`config.mk`:
```
export PLATFORM = sky130hd
export DESIGN_NAME = vdrh_acs_lane
export DESIGN_NICKNAME = d
export VERILOG_FILES = /design/src/hdl/vdrh_pkg.sv /design/src/hdl/vdrh_acs_lane.sv
export SDC_FILE = /design/constraint.sdc
export NUM_CORES = 1
export LEC_CHECK = 0
export ABC_AREA = 1
export BUFFER_PORTS_ARGS = -buffer_cell sky130_fd_sc_hd__buf_2
export CORE_MARGIN = 2
export CORE_UTILIZATION = 35
export DETAILED_ROUTE_END_ITERATION = 12
export SYNTH_ARGS = -nofsm -noshare
export SYNTH_HDL_FRONTEND = slang
export SYNTH_SLANG_ARGS = --single-unit
```
`constraint.sdc`:
```
create_clock -name vclk -period 25
set_input_delay 1.25 -clock vclk [all_inputs]
set_output_delay 1.25 -clock vclk [all_outputs]
set_load 0.02 [all_outputs]
```
`src/hdl/vdrh_pkg.sv`:
```
// Package for the rate-1/2 soft-decision Viterbi decoder.
// Holds widths, the parity helper, the decision record and the metric saturation.
// No dependencies.
package vdrh_pkg;

    localparam int MAX_MEMORY  = 6;
    localparam int NUM_STATES  = 1 << MAX_MEMORY;
    localparam int MAX_FRAME   = 256;
    localparam int FRAME_BITS  = $clog2(MAX_FRAME);
    localparam int WORD_BITS   = 16;
    localparam int CNT_BITS    = $clog2(WORD_BITS + 1);
    localparam int LLR_BITS    = 8;
    localparam int METRIC_BITS = 24;
    localparam int GEN_BITS    = 7;
    localparam int MEM_BITS    = 3;
    localparam int STATE_BITS  = MAX_MEMORY;

    localparam logic [METRIC_BITS-1:0] START_METRIC = METRIC_BITS'(65536);

    // configuration register indexes
    localparam logic [0:0] REG_GEN_ONE = 1'b0;
    localparam logic [0:0] REG_GEN_TWO = 1'b1;

    typedef logic signed [METRIC_BITS-1:0] metric_t;
    typedef logic [NUM_STATES-1:0]         decision_t;

    // per-step branch inputs shared by every lane
    typedef struct packed {
        logic [GEN_BITS-1:0]        gen_one;
        logic [GEN_BITS-1:0]        gen_two;
        logic [MEM_BITS-1:0]        mem_len;
        logic signed [LLR_BITS-1:0] llr_first;
        logic signed [LLR_BITS-1:0] llr_second;
    } branch_ctl_t;

    function automatic logic parity7(input logic [GEN_BITS-1:0] v);
        return ^v;
    endfunction

    function automatic metric_t sat_add(input metric_t a, input logic signed [LLR_BITS:0] b);
        logic signed [METRIC_BITS:0] s;
        s = {a[METRIC_BITS-1], a} + (METRIC_BITS+1)'(b);
        if (s[METRIC_BITS] != s[METRIC_BITS-1])
            return s[METRIC_BITS] ? {1'b1, {(METRIC_BITS-1){1'b0}}}
                                  : {1'b0, {(METRIC_BITS-1){1'b1}}};
        return s[METRIC_BITS-1:0];
    endfunction

endpackage

```
`src/hdl/vdrh_acs_lane.sv`:
```
// One add-compare-select lane: computes the survivor for one next state.
// Depends on vdrh_pkg.
module vdrh_acs_lane (
    input  vdrh_pkg::branch_ctl_t                      ctl,
    input  logic [vdrh_pkg::STATE_BITS-1:0]            nxt,
    input  vdrh_pkg::metric_t                          pm_even,
    input  vdrh_pkg::metric_t                          pm_odd,
    output vdrh_pkg::metric_t                          pm_out,
    output logic                                       dec_out
);
    import vdrh_pkg::*;

    logic [GEN_BITS-1:0]         s_even;
    logic [GEN_BITS-1:0]         s_odd;
    logic                        in_bit;
    logic signed [LLR_BITS:0]    bm_even;
    logic signed [LLR_BITS:0]    bm_odd;
    metric_t                     cand_even;
    metric_t                     cand_odd;
    logic [STATE_BITS-1:0]       pred;

    // predecessor pair and decoded input bit for this next state
    always_comb begin
        in_bit = nxt[ctl.mem_len - 3'd1];
        pred   = (nxt << 1) & ((STATE_BITS'(1) << ctl.mem_len) - STATE_BITS'(1));
        s_even = GEN_BITS'({pred[STATE_BITS-1:1], 1'b0}) | (GEN_BITS'(in_bit) << ctl.mem_len);
        s_odd  = s_even | GEN_BITS'(1);
    end

    // branch metrics: LLRs where the expected code bit is one
    always_comb begin
        bm_even = '0;
        bm_odd  = '0;
        if (parity7(ctl.gen_one & s_even)) bm_even = bm_even + ctl.llr_first;
        if (parity7(ctl.gen_two & s_even)) bm_even = bm_even + ctl.llr_second;
        if (parity7(ctl.gen_one & s_odd))  bm_odd  = bm_odd + ctl.llr_first;
        if (parity7(ctl.gen_two & s_odd))  bm_odd  = bm_odd + ctl.llr_second;
        cand_even = sat_add(pm_even, bm_even);
        cand_odd  = sat_add(pm_odd, bm_odd);
    end

    // keep the larger, ties to the odd state
    assign dec_out = !(cand_even > cand_odd);
    assign pm_out  = dec_out ? cand_odd : cand_even;

endmodule

```
[Word level (Yosys, flattened, before mapping)]
Cells that the tools add are included.
Word-level totals
  register bits after elaboration: 0
  latch bits: 0
  bits in writable memories: 0
  memory bits (read-only): 0
  input bits: 87
  output and inout port bits: 25
  word-level logic and storage cells: 38
  memories: 0
Operators by class
  add/sub/neg operators: 6
  $mul: 0
  divide/modulo/power cells: 0
  order comparisons: 2
  equality and inequality tests: 2
  shift-type cells: 2
  muxes and demuxes: 15
  bitwise gates (word level): 6
  reduce and logical (&&, ||, !) cells: 5
Operator list (count)
  $mux W24: 7
  $add A24 B9 Y25: 2
  $mux W9: 4
  $and A7 B7 Y7: 4
  $reduce_xor A7 Y1: 4
  $gt A24 B24 Y1: 1
  $add A9 B8 Y9: 2
  $or A6 B7 Y7: 1
  $shl A1 B3 Y7: 1
  $and A6 B6 Y6: 1
  $shl A1 B3 Y6 const A: 1
  $sub A6 B1 Y6 const B: 1
  $lt A3 B4 Y1 const B: 1
  $bmux W1 S3: 1
  $mux W1: 3
  $sub A3 B1 Y3 const B: 1
  $ne A1 B1 Y1: 2
  $logic_not A1 Y1: 1

[Depth between registers and ports, before layout]
  depth in word-level cells: 16
  gate-level depth with buffers: 62
  depth with buffers taken out: 60

[Worst setup path after synthesis]
OpenSTA, ideal clock, no wires.
  path kind: in2out
  start: input ctl[17] in the netlist's numbering
  end: output pm_out[10]
  arrival: 9.730 ns
  required time: 23.750 ns
  path slack: 14.020 ns
  stages: 55
  buffers on the path: 3
  path through: inv_1 > ha_1 > nand2_1 > ha_1 > or2_2 > nand2_2 > nand2_1 > nand2_1 > nand2_1 > nand2_1 > nand2_1 > nand2_1 > nand2_1 > nor2_1 > ha_1 > inv_1 > fa_1 > inv_1 > (+19 left out) > ha_1 > nand2_1 > clkbuf_1 > o21ai_0 > ha_1 > nand2_1 > nor3_1 > nor4b_1 > nand2_1 > o2111ai_1 > nand2_1 > o21ai_0 > nand2_1 > inv_1 > clkbuf_1 > clkbuf_1 > nand2_1 > o21ai_0
On the way
  word-level cells in the longest chain between the ends: 16
  elaborated cells between the ends (all ways): 36
  classes of those cells: 6 x add/sub; 1 x order compare; 2 x eq/ne; 2 x shift; 15 x mux; 6 x bitwise; 4 x reduce/logical
RTL lines
  start: declaration: RTL line vdrh_acs_lane.sv:4  | input vdrh_pkg::branch_ctl_t ctl,
  $sub A3 B1 Y3: RTL line vdrh_acs_lane.sv:24  | in_bit = nxt[ctl.mem_len - 3'd1];
  $bmux W1 S3: RTL line vdrh_acs_lane.sv:24
  $mux W1 (implied by the code): RTL line vdrh_acs_lane.sv:24
  $shl A1 B3 Y7: RTL line vdrh_acs_lane.sv:26  | s_even = GEN_BITS'({pred[STATE_BITS-1:1], 1'b0}) | (GEN_BITS'(in_bit) << ctl.mem_len);
  $or A6 B7 Y7 *: RTL line vdrh_acs_lane.sv:26
  $and A7 B7 Y7 (on tied branches): RTL line vdrh_acs_lane.sv:34, vdrh_acs_lane.sv:36
  $reduce_xor A7 Y1: RTL line vdrh_pkg.sv:37  | return ^v;
  $mux W9 (on tied branches): RTL line vdrh_acs_lane.sv:34, vdrh_acs_lane.sv:36
  $add A9 B8 Y9 (on tied branches): RTL line vdrh_acs_lane.sv:35, vdrh_acs_lane.sv:37
  $mux W9 (on tied branches): RTL line vdrh_acs_lane.sv:35, vdrh_acs_lane.sv:37
  $add A24 B9 Y25: RTL line vdrh_pkg.sv:42  | s = {a[METRIC_BITS-1], a} + (METRIC_BITS+1)'(b);
  $mux W24 / $ne A1 B1 Y1 (equally long branches): RTL line vdrh_pkg.sv:44, vdrh_pkg.sv:43
  $mux W24 / $mux W1 (equally long branches): RTL line vdrh_pkg.sv:43  | if (s[METRIC_BITS] != s[METRIC_BITS-1])
  $mux W24: RTL line vdrh_pkg.sv:46  | return s[METRIC_BITS-1:0];
  $gt A24 B24 Y1: RTL line vdrh_acs_lane.sv:43  | assign dec_out = !(cand_even > cand_odd);
  $mux W24 *: RTL line vdrh_acs_lane.sv:44  | assign pm_out = dec_out ? cand_odd : cand_even;
  end: declaration: RTL line vdrh_acs_lane.sv:8  | output vdrh_pkg::metric_t pm_out,
Mark *: on every way between the ends. The rest lies on a longest branch, timed or not. The select of a mux whose other input is x is not followed.

[Final worst setup path]
  start: input ctl[17] in the netlist's numbering
  end: output pm_out[7]
The elaborated chain is that of the path after synthesis.

==> metrics.yaml <==
die_w_um: 125.6
nClkBuffers: 0
core_area_sq_um: 14480
syn-cell-area_sq_um: 5174
grt_pass1_vias: 5634
synthDominantCellAreaShare_pct: 22.25
area_growth_pct: 14.61
slew_viol_final: 0
n_antenna_cell: 0
min_to: "pm_out[22]"
die_h_um: 125.6
hold_viol: 0
crit_path_frequent_cell: "nand2_1"
crit_buf_inv: 12
portBuffers: 112
ys_top_cells_by_count: "nand2_1, inv_1, o21ai_0, ha_1, a21oi_1"
drive_gt1_share_pct: 14.16
rsz0062_at_grt: "no"
gp_congestion: 0.8690
postCtsSetupRepairBufs: 0
yosysMostFrequentCell: "nand2_1"
dieArea_sq_um: 15770
worstPathArrival_ns: 10.96
vias_per_cell: 5.044
crit_family: "simple AND/OR/NAND/NOR gates"
path_class: "in -> out"
track_usage_pct: 18.64
seq_cells: 0
drt_iter0_markers: 294
first_pass_iters: 4
hpwlAfterDp_um: 13440
crit_fanout: 48
holdPathStages: 8
syn_nets: 1092
hold_class: "in -> out"
wl_per_cell_um: 12.68
initial_core_util_pct: 35.73
n_fill_cell: 1649
dp.cells: 1194
fin_cells: 1194
grt_max_degree: 49
max_freq_mhz: 81.91
synth_area_leaders: "ha_1, nand2_1, o21ai_0"
grt_pass1_wl_um: 25500
route.detailed.drc: 0
routed_wl_um: 15140
ant_nets: 0
crit_slowest_cell: "inv_1"
ys_seq_area_share_pct: 0
syn_area_per_cell_sq_um: 5.692
overflow: 0
cts_hold_buf: 0
io_pins: 112
status: "finished, final reports clean"
maxCapViolCount: 0
ys_types: 44
relSlewSlack_pct: 23.57
cpPeakStageDelay_ns: 0.83
synth_cells: 909
nets: 1195
post_cts_resize_count: 0
antenna_found_initial: 0
rows: 44
setup_viol: 0
register_area_sq_um: 0
synth_area_leader_cell: "ha_1"
worst_pin_slew_ns: 1.145
finalCritPeriodShare_pct: 48.84
vias: 6023
yosysWarnings: 0
start_kind: "primary input"
tns_ns: 0
hold_start: "pm_odd[22]"
endpoint_kind: "primary output"
cp.required_ns: 23.75
layout_min_cycle_time_ns: 12.21
==> routing by layer <==
layer  share of wire, %  GRT usage (%)  routed length (um)
met2                 47          33.96                7174
met5                  0              0                   0
met4               0.67          1.307                 101
met3                4.1         0.7702                 626
met1                 48          25.41                7240
==> layout make-up <==
cell class | count | area (sq um) | share of cell area, %
repair buffers | 114 | 575.6 | 9.707
inverters | 116 | 435.4 | 7.343
multi-input cells | 780 | 4688 | 79.07
well taps | 184 | 230.2 | 3.883
==> how the worst max path moves through the flow <==
stage / from / slack (ns) / cells after the start / end
6_report: ctl[17] / 12.79 / 56 / pm_out[7]
5_1_grt: ctl[17] / 11.43 / 58 / pm_out[3]
4_1_cts: ctl[17] / 12.86 / 54 / pm_out[6]
3_5_place_dp: ctl[16] / 12.88 / 56 / pm_out[6]
3_3_place_gp: ctl[16] / 13.11 / 55 / pm_out[3]
2_1_floorplan: ctl[17] / 14.02 / 55 / pm_out[10]
==> logic make-up after synthesis <==
| family | synth area share [%] |
|---|---|
| AO/OA/AOI/OAI | 23.31 |
| XOR/XNOR | 8.972 |
| adder cells (fa/ha/maj) | 23.80 |
| buffers and inverters | 9.383 |
| multiplexers | 0.1935 |
| AND/OR/NAND/NOR | 34.34 |
==> cells in the final DEF (no fill, tap or decap), types with 2 or more instances in the layout <==
cell,n
nand2_2,8
a21oi_1,80
a31oi_1,5
nor4b_1,2
o22ai_1,2
xnor2_2,4
a21boi_1,2
o21ai_0,97
nor3_1,4
buf_2,112
or2_2,3
o21a_1,3
o211ai_1,5
buf_4,2
a21o_1,5
nand4_1,10
a211oi_1,3
xor2_2,3
inv_2,4
o31ai_1,2
nor2_1,54
nand3_2,4
o21ai_1,7
xor2_1,28
nor4_1,4
nand3b_1,8
o21bai_1,3
nand3_1,60
inv_1,111
o221ai_1,3
fa_1,4
ha_1,92
xnor2_1,12
nand2_1,254
==> stage by stage <==
stage | worst slack, ns | hold slack, ns | area, sq um | utilization, %
final | 12.79 | 3.228 | 5929 | 40.95
after global routing | 11.43 | 3.318 | 5929 | 40.95
after CTS | 12.86 | 3.226 | 5929 | 40.95
after detailed placement | 12.88 | 3.223 | 5929 | 40.95
after global placement | 13.11 | 3.240 | 5929 | 40.95
after floorplan | 14.02 | 3.028 | 5174 | -
Power is left out: the tool's default activity adds up to more than one toggle a clock period on the data nets, which glitch-free logic cannot reach.
